--- config.mk ---
export PLATFORM = sky130hd
export DESIGN_NAME = pulse_width_frame_transmitter
export DESIGN_NICKNAME = d
export VERILOG_FILES = /design/src/hdl/pwft_pkg.sv /design/src/hdl/pwft_half_dur.sv /design/src/hdl/pulse_width_frame_transmitter.sv
export SDC_FILE = /design/constraint.sdc
export NUM_CORES = 1
export LEC_CHECK = 0
export ABC_AREA = 1
export BUFFER_PORTS_ARGS = -buffer_cell sky130_fd_sc_hd__buf_4
export CAP_MARGIN = 20
export CORE_ASPECT_RATIO = 0.75
export CORE_MARGIN = 4
export CORE_UTILIZATION = 40
export DETAILED_ROUTE_END_ITERATION = 10
export GPL_ROUTABILITY_DRIVEN = 1
export RECOVER_POWER = 100
export SYNTH_ARGS = -nofsm -noshare
export SYNTH_HDL_FRONTEND = slang
export SYNTH_HIERARCHICAL = 1
export SYNTH_SLANG_ARGS = --single-unit
--- constraint.sdc ---
create_clock -name clk -period 6.1 [get_ports clk]
set_clock_uncertainty 0.2 [all_clocks]
set_input_delay 0.305 -clock clk [delete_from_list [all_inputs] [get_ports clk]]
set_output_delay 0.305 -clock clk [all_outputs]
set_load 0.01 [all_outputs]
--- src/hdl/pwft_pkg.sv ---
// Shared types and constants for the pulse width frame transmitter.
`timescale 1ns / 1ps

package pwft_pkg;

    localparam int unsigned LEVEL_W = 7;
    localparam int unsigned TICK_W  = 16;
    localparam int unsigned BYTE_W  = 8;
    localparam int unsigned FRAME_BITS = 40;
    localparam int unsigned BITNO_W = 6;
    localparam int unsigned CFG_INDEX_W = 3;
    localparam int unsigned CFG_DATA_W  = 16;

    localparam logic [LEVEL_W-1:0] LEVELS_PER_FRAME = 7'd82;
    localparam logic [LEVEL_W-1:0] LAST_TIMED_INDEX = 7'd81;
    localparam logic [TICK_W-1:0]  TICK_MAX = 16'hFFFF;

    localparam logic [BYTE_W-1:0] START_CODE_RST     = 8'd0;
    localparam logic [BYTE_W-1:0] END_CODE_RST       = 8'd0;
    localparam logic [BYTE_W-1:0] LENGTH_CODE_RST    = 8'd1;
    localparam logic [BYTE_W-1:0] REPEAT_COUNT_RST   = 8'd1;
    localparam logic [TICK_W-1:0] PREAMBLE_TICKS_RST = 16'd1000;
    localparam logic [TICK_W-1:0] SHORT_TICKS_RST    = 16'd20;
    localparam logic [TICK_W-1:0] LONG_TICKS_RST     = 16'd40;

    typedef enum logic [CFG_INDEX_W-1:0] {
        REG_START_CODE     = 3'd0,
        REG_END_CODE       = 3'd1,
        REG_LENGTH_CODE    = 3'd2,
        REG_REPEAT_COUNT   = 3'd3,
        REG_PREAMBLE_TICKS = 3'd4,
        REG_SHORT_TICKS    = 3'd5,
        REG_LONG_TICKS     = 3'd6
    } cfg_reg_t;

    typedef enum logic {
        CMD_TICK  = 1'b0,
        CMD_START = 1'b1
    } cmd_t;

    typedef struct packed {
        logic              command;
        logic [BYTE_W-1:0] status_byte;
    } in_item_t;

    typedef struct packed {
        logic line_level;
        logic busy_res;
    } out_item_t;

    typedef struct packed {
        logic [BYTE_W-1:0] start_code;
        logic [BYTE_W-1:0] end_code;
        logic [BYTE_W-1:0] length_code;
        logic [BYTE_W-1:0] repeat_count;
        logic [TICK_W-1:0] preamble_ticks;
        logic [TICK_W-1:0] short_ticks;
        logic [TICK_W-1:0] long_ticks;
    } cfg_regs_t;

endpackage

--- src/hdl/pwft_half_dur.sv ---
// Duration lookup for the level half currently being timed.
`timescale 1ns / 1ps

module pwft_half_dur (
    input  pwft_pkg::cfg_regs_t                   cfg,
    input  logic [pwft_pkg::BYTE_W-1:0]           latched_status,
    input  logic [pwft_pkg::LEVEL_W-1:0]          level_index,
    output logic [pwft_pkg::TICK_W-1:0]           duration
);
    import pwft_pkg::*;

    logic [FRAME_BITS-1:0] frame;
    logic [LEVEL_W-1:0]    bit_offset;
    logic [BITNO_W-1:0]    bitno;
    logic                  bit_one;

    // Frame bits MSB first: bit number 0 sits at the top of the vector.
    assign frame = {cfg.start_code, cfg.length_code, latched_status,
                    cfg.start_code ^ cfg.length_code ^ latched_status,
                    cfg.end_code};

    assign bit_offset = level_index - LEVEL_W'(2);
    assign bitno      = bit_offset[BITNO_W:1];

    always_comb
    begin
        if (bitno < BITNO_W'(FRAME_BITS))
        begin
            bit_one = frame[BITNO_W'(FRAME_BITS - 1) - bitno];
        end
        else
        begin
            bit_one = 1'b0;
        end
    end

    always_comb
    begin
        if (level_index == LEVEL_W'(0))
        begin
            duration = cfg.preamble_ticks;
        end
        else if (level_index == LEVEL_W'(1))
        begin
            duration = cfg.short_ticks;
        end
        else if (!level_index[0])
        begin
            // low half: short for a one
            duration = bit_one ? cfg.short_ticks : cfg.long_ticks;
        end
        else
        begin
            duration = bit_one ? cfg.long_ticks : cfg.short_ticks;
        end
    end

endmodule

--- src/hdl/pulse_width_frame_transmitter.sv ---
// Top level of the pulse width frame transmitter.
`timescale 1ns / 1ps

// Each transaction on the input channel is either a start (latch the status
// byte, arm repeat_count frames) or one time tick; every input transaction
// yields exactly one result carrying the line level and the busy flag after
// that item. One item is accepted per clock cycle and its result appears in
// the output register on the next cycle; the block keeps accepting items
// whenever the output register is empty or being taken in the same cycle, so
// the rate is set only by the output handshake. Registers are written through
// the configuration channel and are read live by the frame timing.
module pulse_width_frame_transmitter (
    input  logic                                 clk,
    input  logic                                 rst_n,
    input  logic                                 in_valid,
    output logic                                 in_ready,
    input  pwft_pkg::in_item_t                   in_data,
    output logic                                 out_valid,
    input  logic                                 out_ready,
    output pwft_pkg::out_item_t                  out_data,
    input  logic                                 cfg_valid,
    output logic                                 cfg_ready,
    input  logic [pwft_pkg::CFG_INDEX_W-1:0]     cfg_index,
    input  logic [pwft_pkg::CFG_DATA_W-1:0]      cfg_data
);
    import pwft_pkg::*;

    cfg_regs_t           cfg_reg;
    logic [LEVEL_W-1:0]  level_index_reg, level_index_next;
    logic [TICK_W-1:0]   elapsed_ticks_reg, elapsed_ticks_next;
    logic [BYTE_W-1:0]   frames_left_reg, frames_left_next;
    logic [BYTE_W-1:0]   latched_status_reg, latched_status_next;
    logic                line_out_reg, line_out_next;
    logic                out_valid_reg;
    out_item_t           out_data_reg;

    logic                in_acc;
    logic                busy_now;
    logic [TICK_W-1:0]   elapsed_inc;
    logic [TICK_W-1:0]   duration;
    logic [LEVEL_W-1:0]  level_adv;
    logic                busy_after;

    assign cfg_ready = 1'b1;
    assign in_ready  = !out_valid_reg || out_ready;
    assign in_acc    = in_valid && in_ready;
    assign out_valid = out_valid_reg;
    assign out_data  = out_data_reg;

    // Configuration registers
    always_ff @(posedge clk or negedge rst_n)
    begin
        if (!rst_n)
        begin
            cfg_reg.start_code     <= START_CODE_RST;
            cfg_reg.end_code       <= END_CODE_RST;
            cfg_reg.length_code    <= LENGTH_CODE_RST;
            cfg_reg.repeat_count   <= REPEAT_COUNT_RST;
            cfg_reg.preamble_ticks <= PREAMBLE_TICKS_RST;
            cfg_reg.short_ticks    <= SHORT_TICKS_RST;
            cfg_reg.long_ticks     <= LONG_TICKS_RST;
        end
        else if (cfg_valid && cfg_ready)
        begin
            unique case (cfg_index)
                REG_START_CODE:     cfg_reg.start_code     <= cfg_data[BYTE_W-1:0];
                REG_END_CODE:       cfg_reg.end_code       <= cfg_data[BYTE_W-1:0];
                REG_LENGTH_CODE:    cfg_reg.length_code    <= cfg_data[BYTE_W-1:0];
                REG_REPEAT_COUNT:   cfg_reg.repeat_count   <= cfg_data[BYTE_W-1:0];
                REG_PREAMBLE_TICKS: cfg_reg.preamble_ticks <= cfg_data;
                REG_SHORT_TICKS:    cfg_reg.short_ticks    <= cfg_data;
                REG_LONG_TICKS:     cfg_reg.long_ticks     <= cfg_data;
                default:            ;
            endcase
        end
    end

    pwft_half_dur u_half_dur (
        .cfg            (cfg_reg),
        .latched_status (latched_status_reg),
        .level_index    (level_index_reg),
        .duration       (duration)
    );

    assign busy_now    = (frames_left_reg != '0) || (level_index_reg < LAST_TIMED_INDEX);
    assign elapsed_inc = (elapsed_ticks_reg == TICK_MAX) ? elapsed_ticks_reg
                                                         : elapsed_ticks_reg + TICK_W'(1);
    assign level_adv   = level_index_reg + LEVEL_W'(1);

    always_comb
    begin
        level_index_next    = level_index_reg;
        elapsed_ticks_next  = elapsed_ticks_reg;
        frames_left_next    = frames_left_reg;
        latched_status_next = latched_status_reg;
        line_out_next       = line_out_reg;
        if (in_data.command == CMD_START)
        begin
            latched_status_next = in_data.status_byte;
            frames_left_next    = cfg_reg.repeat_count;
        end
        else if (busy_now)
        begin
            elapsed_ticks_next = elapsed_inc;
            if ((level_index_reg < LEVELS_PER_FRAME) && (elapsed_inc >= duration))
            begin
                // even halves end high, odd halves end low
                line_out_next      = !level_index_reg[0];
                elapsed_ticks_next = '0;
                level_index_next   = level_adv;
            end
            if ((frames_left_reg != '0) &&
                ((frames_left_reg == cfg_reg.repeat_count) ||
                 (level_index_next > LAST_TIMED_INDEX)))
            begin
                level_index_next   = '0;
                elapsed_ticks_next = '0;
                line_out_next      = 1'b0;
                frames_left_next   = frames_left_reg - BYTE_W'(1);
            end
        end
        else
        begin
            line_out_next = 1'b1;
        end
    end

    assign busy_after = (frames_left_next != '0) || (level_index_next < LAST_TIMED_INDEX);

    always_ff @(posedge clk or negedge rst_n)
    begin
        if (!rst_n)
        begin
            level_index_reg    <= LEVELS_PER_FRAME;
            elapsed_ticks_reg  <= '0;
            frames_left_reg    <= '0;
            latched_status_reg <= '0;
            line_out_reg       <= 1'b1;
        end
        else if (in_acc)
        begin
            level_index_reg    <= level_index_next;
            elapsed_ticks_reg  <= elapsed_ticks_next;
            frames_left_reg    <= frames_left_next;
            latched_status_reg <= latched_status_next;
            line_out_reg       <= line_out_next;
        end
    end

    // Result register: load on accept, drop when taken
    always_ff @(posedge clk or negedge rst_n)
    begin
        if (!rst_n)
        begin
            out_valid_reg <= 1'b0;
        end
        else if (in_acc)
        begin
            out_valid_reg <= 1'b1;
        end
        else if (out_ready)
        begin
            out_valid_reg <= 1'b0;
        end
    end

    always_ff @(posedge clk)
    begin
        if (in_acc)
        begin
            out_data_reg.line_level <= line_out_next;
            out_data_reg.busy_res   <= busy_after;
        end
    end

`ifndef SYNTHESIS
    a_result_follows_accept: assert property (@(posedge clk) disable iff (!rst_n)
        in_acc |=> out_valid_reg)
        else $error("result register not loaded after accepted transaction");

    a_level_in_range: assert property (@(posedge clk) disable iff (!rst_n)
        level_index_reg <= LEVELS_PER_FRAME)
        else $error("level index beyond frame");

    a_frames_only_count_down: assert property (@(posedge clk) disable iff (!rst_n)
        (in_acc && (in_data.command == CMD_TICK)) |=>
            (frames_left_reg <= $past(frames_left_reg)))
        else $error("frame count grew on a tick");

    a_elapsed_clears_on_step: assert property (@(posedge clk) disable iff (!rst_n)
        !$stable(level_index_reg) |-> (elapsed_ticks_reg == '0))
        else $error("elapsed ticks not cleared on level change");
`endif

endmodule

Word level (Yosys, flattened, before mapping)
Cells that the tools add are included.
Widths: inputs -> output; s select.
{"block": "totals", "reg_bits": 123, "latch_bits": 0, "ram_bits": 0, "romBits": 0, "input_bits": 33, "word_cells": 88, "n_memories": 0}
{"block": "classes", "add_sub_neg": 5, "mul": 0, "div_mod_pow": 0, "magnitude_cmp": 7, "eq_ne": 9, "n_shift": 0, "mux": 26, "bitwise": 3, "n_reduce_logical": 23}
{"op": "$mux 16", "count": 8}
{"op": "$mux 7", "count": 6}
{"op": "$mux 8", "count": 3}
{"op": "$lt 7x7->1 const B", "count": 3}
{"op": "$add 16x1->16 const B", "count": 1}
{"op": "$eq 16x16->1 const B", "count": 1}
{"op": "$ge 16x16->1", "count": 1}
{"op": "$reduce_and 2->1", "count": 8}
{"op": "$reduce_bool 8->1", "count": 2}
{"op": "$xor 8x8->8", "count": 2}
{"op": "$eq 3x3->1 const B", "count": 3}
{"op": "$eq 8x8->1", "count": 1}
{"op": "$mux 1", "count": 8}
{"op": "$sub 8x1->8 const B", "count": 1}
{"op": "$add 7x1->7 const B", "count": 1}
{"op": "$eq 7x1->1 const B", "count": 1}
{"op": "$gt 7x7->1 const B", "count": 1}
{"op": "$logic_not 7->1", "count": 1}
{"op": "$lt 6x7->1 const B", "count": 1}
{"op": "$sub 7x2->7 const B", "count": 1}
{"op": "$bmux 1 s6", "count": 1}
{"op": "$eq 3x2->1 const B", "count": 2}
{"op": "$lt 6x6->1 const B", "count": 1}
{"op": "$sub 6x6->6 const A", "count": 1}
{"op": "8 further kinds", "count": 14}

Logic depth before layout (Yosys ltp)
Gate-level depths: netlist (run 1).
{"block": "depth", "ltp_word": 22, "mapped_depth": 49, "ltp_nobuf": 45}

Modules after synthesis
Netlist (run 1), hierarchy kept.
{"module": "pulse_width_frame_transmitter", "instances": 1, "cells_each": 746, "area_each_um2": 6216.0, "seq_area_each_um2": 3108.0}
{"module": "pwft_half_dur", "instances": 1, "cells_each": 299, "area_each_um2": 1420.1, "seq_area_each_um2": 0.0}

Worst setup path after synthesis (run 1)
OpenSTA, ideal clock, no wires.
{"block": "synth_path", "path_type": "register to register", "from": "reg level_index_reg[1]", "to": "reg out_data_reg, in the netlist out_data[0], data pin", "t_arrival_ns": 4.563, "path_slack_ns": 1.075, "stages_incl_launch_ff": 48, "synth_period_minus_slack_ns": 5.025, "path_cell_list": "dfstp_2 buf_6 inv_8 buf_6 ha_1 nand3_1 xor2_1 inv_1 ha_1 xnor2_1 nand2_1 inv_1 nand2_1 nand2_2 nand2_2 nand2_4 nand2_4 buf_12 (+12 left out) nand2_2 nand2_4 nand2_1 nand2_1 inv_1 nand3_1 nand2_1 nand2_1 nand2_2 nand2_4 nand2_4 buf_6 nand2_1 o21ai_1 o21bai_1 nand2_1 nor2_1 nand3_1"}
{"block": "synth_between", "elab_chain_len": 22, "elab_cells_between_ends": 34, "cone_classes": "add/sub (3); order compare (6); eq/ne (1); mux (17); reduce/logical (7)"}
{"element": "start, declared", "line": "pulse_width_frame_transmitter.sv:29", "rtl": "logic [LEVEL_W-1:0] level_index_reg, level_index_next;"}
{"element": "start signal, assigned", "line": "pulse_width_frame_transmitter.sv:142", "rtl": "level_index_reg <= level_index_next;"}
{"element": "$sub 7x2->7", "line": "pwft_half_dur.sv:22", "rtl": "assign bit_offset = level_index - LEVEL_W'(2);"}
{"element": "$sub 6x6->6", "line": "pwft_half_dur.sv:29", "rtl": "bit_one = frame[BITNO_W'(FRAME_BITS - 1) - bitno];"}
{"element": "$bmux 1 s6", "line": "pwft_half_dur.sv:29"}
{"element": "$mux 1 (implied by the code)", "line": "pwft_half_dur.sv:29"}
{"element": "$mux 1", "line": "pwft_half_dur.sv:27", "rtl": "if (bitno < BITNO_W'(FRAME_BITS))"}
{"element": "$mux 16 (on tied branches)", "line": "pwft_half_dur.sv:50, pwft_half_dur.sv:54"}
{"element": "$mux 16", "line": "pwft_half_dur.sv:47", "rtl": "else if (!level_index[0])"}
{"element": "$mux 16", "line": "pwft_half_dur.sv:43", "rtl": "else if (level_index == LEVEL_W'(1))"}
{"element": "(+1 left out)"}
{"element": "net duration[7]", "line": "pulse_width_frame_transmitter.sv:40", "rtl": "logic [TICK_W-1:0] duration;"}
{"element": "(+6 left out)"}
{"element": "$logic_or 1x1->1", "line": "pulse_width_frame_transmitter.sv:113", "rtl": "((frames_left_reg == cfg_reg.repeat_count) ||"}
{"element": "$logic_and 1x1->1", "line": "pulse_width_frame_transmitter.sv:112", "rtl": "if ((frames_left_reg != '0) &&"}
{"element": "$mux 7 / $mux 8 (equally long branches)", "line": "pulse_width_frame_transmitter.sv:112"}
{"element": "$mux 7 / $mux 8 (equally long branches)", "line": "pulse_width_frame_transmitter.sv:102", "rtl": "else if (busy_now)"}
{"element": "$mux 7 / $mux 8 (equally long branches)", "line": "pulse_width_frame_transmitter.sv:97", "rtl": "if (in_data.command == CMD_START)"}
{"element": "$lt 7x7->1 / $reduce_bool 8->1 (equally long branches)", "line": "pulse_width_frame_transmitter.sv:128", "rtl": "assign busy_after = (frames_left_next != '0) || (level_index_next < LAST_TIMED_INDEX);"}
{"element": "$logic_or 1x1->1 *", "line": "pulse_width_frame_transmitter.sv:128"}
{"element": "net busy_after", "line": "pulse_width_frame_transmitter.sv:42", "rtl": "logic busy_after;"}
{"element": "end, declared", "line": "pulse_width_frame_transmitter.sv:35", "rtl": "out_item_t out_data_reg;"}
The timed path passes the listed nets; every way through them passes the cells marked *. The select of a mux whose other input is x is not followed.
A chain may end at the register's enable or synchronous reset.

Worst setup path after layout (run 1)
Ends and elaborated chain as after synthesis.

==> results of run 1 <==
-- power by group through the flow --
stage               combinational (mW)  sequential, mW  clock (mW)
finish                            3.03            1.22       0.977
global route                      3.55            1.25        1.04
CTS                               3.01            1.22       0.995
detailed placement                2.98            1.23           0
floorplan                         2.53            1.17           0
global placement                  2.92            1.23           0
-- Yosys cell counts, types with 6 or more instances --
library cell,instances
o32ai_1,8
nand2_1,284
dfstp_2,16
buf_2,6
nand2_2,15
o21ai_0,128
clkbuf_1,19
inv_2,7
o21ai_1,7
nor3_1,8
inv_1,163
ha_1,22
nand3_1,86
dfrtp_1,105
mux2_2,8
a21oi_1,22
xor2_1,20
nor2_1,56
nand4_1,9
-- repair_timing --
| action | CTS | global route |
|---|---|---|
| hold endpoints to repair | 93 | 0 |
| resized for setup | 0 | 5 |
| hold buffers | 16 | 0 |
| endpoints found under the setup margin | 0 | 7 |
-- tightest hold or removal path, stage by stage --
cell	delay (ns)
buf_4	0.08
inv_1	0.07
o21ai_0	0.16
-- routing by layer --
layer  part of all wire (%)  wire, um  track usage [%]  vias up
li1                       -         -                -     3399
met1                     50      9510             27.1     3079
met2                     44      8320             28.8      156
met3                    4.6       867             4.25       18
met4                   0.95       180             3.96        0
met5                      0         0                0        -
-- cells by family after synthesis --
| kind of cell | share of synthesized area, % |
|---|---|
| flip-flops | 40.7 |
| adder cells (fa/ha/maj) | 3.60 |
| other | 0.0491 |
| buffers and inverters | 11.3 |
| AND/OR/NAND/NOR | 27.3 |
| multiplexers | 1.18 |
| AO/OA/AOI/OAI | 12.7 |
| XOR/XNOR | 3.18 |
-- through the flow --
step                      setup slack [ns]  area [um^2]  hold slack [ns]
final                                0.562         8760           0.0277
after floorplan                       1.08         7640           -0.191
after CTS                            0.200         8750           0.0337
after detailed placement             0.259         8030            0.273
after global placement               0.436         8030            0.267
after global routing               0.00754         8760           0.0421
-- layout make-up --
type | count | area, um^2 | area share [%]
Timing Repair Buffer | 56 | 430 | 4.91
Clock inverter | 14 | 123 | 1.40
Clock buffer | 18 | 439 | 5.01
Inverter | 172 | 656 | 7.48
Sequential cell | 123 | 3110 | 35.5
Multi-Input combinational cell | 714 | 3690 | 42.2
Tap cell | 247 | 309 | 3.53
-- layout by cell type (no fill, tap or decap), types with 4 or more instances in the layout --
cell and count:
nand2_1 284, inv_1 163, o21ai_0 129, dfrtp_1 104
nand3_1 86, nor2_1 56, buf_4 30, a21oi_1 22
ha_1 21, xor2_1 20, clkbuf_16 17, dfstp_2 16
dlygate4sd3_1 16, nand2_2 15, nand4_1 9, mux2_2 8
nor3_1 8, o32ai_1 8, clkbuf_1 8, inv_2 7
o21ai_1 6, a31oi_1 5, o211ai_1 5, nor4_1 4
xnor2_1 4, clkinv_2 4, clkinv_4 4
-- path summary, 6_finish.rpt --
check | endpoint | slack (ns) | cells past startpoint
max in group asynchronous | level_index_reg[2]$_DFFE_PN0P_ | 1.58 | 4
min | cfg_reg[44]$_DFFE_PN0P_ | 0.03 | 3
min in group asynchronous | cfg_reg[24]$_DFFE_PN0P_ | 0.55 | 2
max | out_data[0]$_DFFE_PP_ | 0.56 | 39
min reg2reg | cfg_reg[1]$_DFFE_PN0P_ | 0.28 | 2
max reg2reg | out_data[0]$_DFFE_PP_ | 0.56 | 39
==> impl_metrics.env, run 1 <==
export IMPL_place_inst=1295
export IMPL_peakVddDrop_mv=0.306
export IMPL_clockRootBuffer="clkbuf_16"
export IMPL_grt_max_degree=81
export IMPL_max_freq_mhz=181
export IMPL_power_total_mw=5.23
export IMPL_synthFlopType="dfrtp_1"
export IMPL_cp_num_buf_inv=5
export IMPL_grt_pass1_wl_um=32400
export IMPL_cp_common_cell="nand2_1"
export IMPL_slew_headroom_pct=-94.5
export IMPL_route_detailed_drc=0
export IMPL_ios=38
export IMPL_synthToLayoutAreaGrowth_pct=14.7
export IMPL_clk_transition_reported_paths_ns=0.06
export IMPL_yosysSeqAreaShare_pct=40.7
export IMPL_vias=6652
export IMPL_ys_top_cells_by_area="dfrtp_1 (34%), nand2_1 (14%), o21ai_0 (8.4%)"
export IMPL_switchingPower_mw=2.53
export IMPL_synth_edf_count=2
export IMPL_power_frac_clock_pct=18.7
export IMPL_crit_slowest_cell="dfstp_2"
export IMPL_seq_power_share_pct=23.4
export IMPL_totalNegativeSetupSlack_ns=0
export IMPL_first_global_vias=6434
export IMPL_final_nets=1139
export IMPL_power_internal_mw=2.69
export IMPL_gp_congestion=0.867
export IMPL_cts_tree="yes"
export IMPL_antenna_found_initial=0
export IMPL_violations="capacitance limit, slew limit"
export IMPL_synth_cell_types=46
export IMPL_core_area_um2=18600
export IMPL_largest_reg_flops=80
export IMPL_start_util_pct=41.0
export IMPL_hold_violations=0
export IMPL_clock_latency_ns=0.43
export IMPL_netlist_instances=1045
export IMPL_final_period_utilization_pct=90.8
export IMPL_critPathMaxFanout=24
export IMPL_setup_viol=0
export IMPL_synth_top_area_share_pct=34.4
export IMPL_crit_family="simple AND/OR/NAND/NOR gates"
export IMPL_clkSinkCount=123
export IMPL_ant_nets=0
export IMPL_rows=43
export IMPL_instances_no_fill=1344
export IMPL_tightest_slew_ns=2.92
export IMPL_fin_util_pct=47.1
export IMPL_detail_route_wl_per_cell_um=14.0
export IMPL_worstPathArrival_ns=5.52
export IMPL_cts_made_buffers=17
export IMPL_dieArea_um2=21400
export IMPL_drive_gt1_share_pct=11.9
export IMPL_status="complete, but fails checks"
export IMPL_hp_start="cfg_data[12]"
export IMPL_crit_type="reg -> reg"
export IMPL_r2r_start="level_index_reg[1]$_DFFE_PN1P_"
export IMPL_cpPeakStageDelay_ns=0.58
export IMPL_maxCapViolations=1
export IMPL_hpwl_um=13300
export IMPL_netlist_area_um2=7640
export IMPL_syn_num_nets=1100
export IMPL_drt_iter0_markers=561
export IMPL_startpoint_type="register"
export IMPL_synth_seq_cells=123
export IMPL_yosys_warnings=6
export IMPL_htree_num_levels=4
export IMPL_wl_um=18900
export IMPL_clockBufferDepth=2
export IMPL_overflow=0
export IMPL_rsz0062_at_grt="no"
export IMPL_combPwrFrac_pct=57.9
export IMPL_async_flop_share_pct=98.4
export IMPL_yosysTopAreaCell="dfrtp_1"
export IMPL_syn_area_per_cell_um2=7.31
export IMPL_diodes=0
export IMPL_fp_dieW_um=168
export IMPL_fillerInstances=1926
export IMPL_slew_violations=56
export IMPL_die_h_um=128
export IMPL_required_ns=6.08
export IMPL_min_path_type="in -> reg"
export IMPL_p_sw_share_pct=48.5
export IMPL_track_usage_pct=18.7
export IMPL_power_density_nw_per_um2=597
export IMPL_total_leakage_power_nw=4.42
export IMPL_crit_path_start="level_index_reg[1]$_DFFE_PN1P_"
export IMPL_fin_crit_ns=5.54
export IMPL_postCtsSetupBuffers=0
export IMPL_end_kind="register"
export IMPL_io_buffer_count=36
export IMPL_vias_per_cell=4.95
export IMPL_first_pass_iters=6
Note: power is estimated with default switching activity, not from simulation.
==> run 2, diff against run 1 <==
--- a/config.mk
+++ b/config.mk
@@ -6,7 +6,7 @@
 export NUM_CORES = 1
 export LEC_CHECK = 0
 export ABC_AREA = 1
-export BUFFER_PORTS_ARGS = -buffer_cell sky130_fd_sc_hd__buf_4
+export BUFFER_PORTS_ARGS = -buffer_cell sky130_fd_sc_hd__buf_2
 export CAP_MARGIN = 20
 export CORE_ASPECT_RATIO = 0.75
 export CORE_MARGIN = 4
==> impl_metrics.env, run 2 (synthesis results as in run 1) <==
export IMPL_status="complete, but fails checks"
export IMPL_violations="capacitance limit, slew limit"
export IMPL_placed_cell_area_um2=7940
export IMPL_crit_type="reg -> reg"
export IMPL_hpwl_um=13200
export IMPL_grt_max_degree=64
export IMPL_dr_wl_met2_um=8370
export IMPL_clkSinkCount=123
export IMPL_place_inst=1295
export IMPL_critPathMaxFanout=24
export IMPL_hold_violations=0
export IMPL_final_cell_mix="nand2_1 (284), inv_1 (163), o21ai_0 (130), dfrtp_1 (104), nand3_1 (86)"
export IMPL_m1WireLength_um=9240
export IMPL_dieArea_um2=21400
export IMPL_required_ns=6.07
export IMPL_fin_area_um2=8710
export IMPL_clockRootBuffer="clkbuf_16"
export IMPL_largest_reg_flops=80
export IMPL_track_usage_pct=18.4
export IMPL_start_util_pct=41.0
export IMPL_tightest_slew_ns=3.24
export IMPL_cpPeakStageDelay_ns=0.58
export IMPL_detail_route_wl_per_cell_um=13.9
export IMPL_slew_violations=124
export IMPL_fin_crit_ns=5.49
export IMPL_gp_congestion=0.884
export IMPL_multi_input_area_um2=3700
export IMPL_htree_num_levels=4
export IMPL_startpoint_type="register"
export IMPL_clock_latency_ns=0.43
export IMPL_maxCapViolations=2
export IMPL_layout_commonest_cell="nand2_1"
export IMPL_rsz0062_at_grt="no"
export IMPL_power_total_mw=5.27
export IMPL_cp_common_cell="nand2_1"
export IMPL_hold_depth=3
export IMPL_ios=38
export IMPL_min_path_type="in -> reg"
export IMPL_rr_worst_depth=40
export IMPL_peakVddDrop_mv=0.305
export IMPL_worstPathArrival_ns=5.46
export IMPL_max_freq_mhz=182
export IMPL_rows=43
export IMPL_r2r_start="level_index_reg[1]$_DFFE_PN1P_"
export IMPL_worst_slack_ns=0.611
export IMPL_vias=6635
export IMPL_holdWs_ns=0.0444
export IMPL_die_h_um=128
export IMPL_first_pass_iters=5
export IMPL_grt_pass1_wl_um=31900
export IMPL_whs_endpoint="cfg_reg[44]$_DFFE_PN0P_"
export IMPL_hp_start="cfg_data[12]"
export IMPL_antenna_found_initial=0
export IMPL_ff2ff_setup_slack_ns=0.61
export IMPL_fp_dieW_um=168
export IMPL_ant_nets=0
export IMPL_wl_um=18600
export IMPL_overflow=0
export IMPL_pre_cts_ws_ns=0.395
export IMPL_power_density_nw_per_um2=605
export IMPL_first_global_vias=6419
export IMPL_drive_gt1_share_pct=11.7
export IMPL_r2r_end="out_data[0]$_DFFE_PP_"
export IMPL_postCtsSetupBuffers=0
export IMPL_core_area_um2=18600
export IMPL_io_buffer_count=36
export IMPL_totalNegativeSetupSlack_ns=0
export IMPL_synthToLayoutAreaGrowth_pct=14.1
export IMPL_drt_iter0_markers=624
export IMPL_dr_wl_met3_um=834
export IMPL_route_detailed_drc=0
export IMPL_vias_per_cell=4.94
export IMPL_cts_made_buffers=17
export IMPL_seq_area_um2=3110
export IMPL_crit_slowest_cell="dfstp_2"
export IMPL_diodes=0
export IMPL_clockBufferDepth=2
export IMPL_end_kind="register"
export IMPL_final_nets=1138
export IMPL_final_period_utilization_pct=90.0
export IMPL_fillerInstances=1935
export IMPL_setup_viol=0
export IMPL_topRoutingLayerUsed="met4"
export IMPL_clk_transition_reported_paths_ns=0.05
export IMPL_slew_headroom_pct=-116
export IMPL_fin_util_pct=46.8
export IMPL_instances_no_fill=1343
export IMPL_cts_tree="yes"
export IMPL_total_leakage_power_nw=4.40
run 2: changes by cell type in the layout (fill, tap and decap cells not counted), moves of 2 or more:
cell | previous run | this run
clkinv_4 | 4 | 0
clkbuf_4 | 2 | 0
clkbuf_1 | 8 | 11
clkbuf_8 | 1 | 4
buf_4 | 30 | 2
buf_2 | 0 | 29
run 2: routing by layer:
| metal | global-route usage (%) | up-vias |
|---|---|---|
| met4 | 4.91 | 0 |
| met1 | 25.9 | 3080 |
| met3 | 3.91 | 14 |
| met5 | 0 | - |
| li1 | - | 3409 |
| met2 | 29.0 | 132 |
run 2: worst max-delay path by stage:
stage,start,to,slack [ns],cells after the start
final,level_index_reg[1]$_DFFE_PN1P_,out_data[0]$_DFFE_PP_,0.61,40
after global routing,level_index_reg[1]$_DFFE_PN1P_,out_data[0]$_DFFE_PP_,0.03,39
after CTS,level_index_reg[1]$_DFFE_PN1P_,out_data[0]$_DFFE_PP_,0.28,40
after detailed placement,level_index_reg[1]$_DFFE_PN1P_,out_data[0]$_DFFE_PP_,0.39,40
after global placement,level_index_reg[1]$_DFFE_PN1P_,out_data[0]$_DFFE_PP_,0.46,40
after floorplan,level_index_reg[1]$_DFFE_PN1P_,out_data[0]$_DFFE_PP_,1.08,47
run 2: report_power, final:
group,total (mW),internal [mW],switching (mW)
sequential,1.22,1.04,0.189
clock,1.01,0.643,0.368
combinational,3.03,1.08,1.95
total,5.27,2.76,2.51
run 2: final cells by class:
| type | instances | area share, % |
|---|---|---|
| multi-input combinational | 714 | 42.5 |
| sequential | 123 | 35.7 |
| inverter | 172 | 7.53 |
| clock buffer | 25 | 5.69 |
| timing repair buffer | 55 | 4.04 |
| tap | 247 | 3.55 |
| clock inverter | 7 | 1.03 |
run 2: worst max-delay path, delay by kind of cell (launching register included):
family | cells | cell delay (ns)
XOR/XNOR | 1 | 0.17
AND/OR/NAND/NOR | 23 | 2.21
buffers and inverters | 8 | 0.55
AO/OA/AOI/OAI | 5 | 0.69
flip-flops | 1 | 0.58
adder cells (fa/ha/maj) | 3 | 0.79
run 2: repair_timing:
item / 4_1_cts / 5_1_grt
hold endpoints to repair: 77 / 0
hold buffers: 16 / 0
setup endpoints to repair: 0 / 7
gates resized for setup: 0 / 6
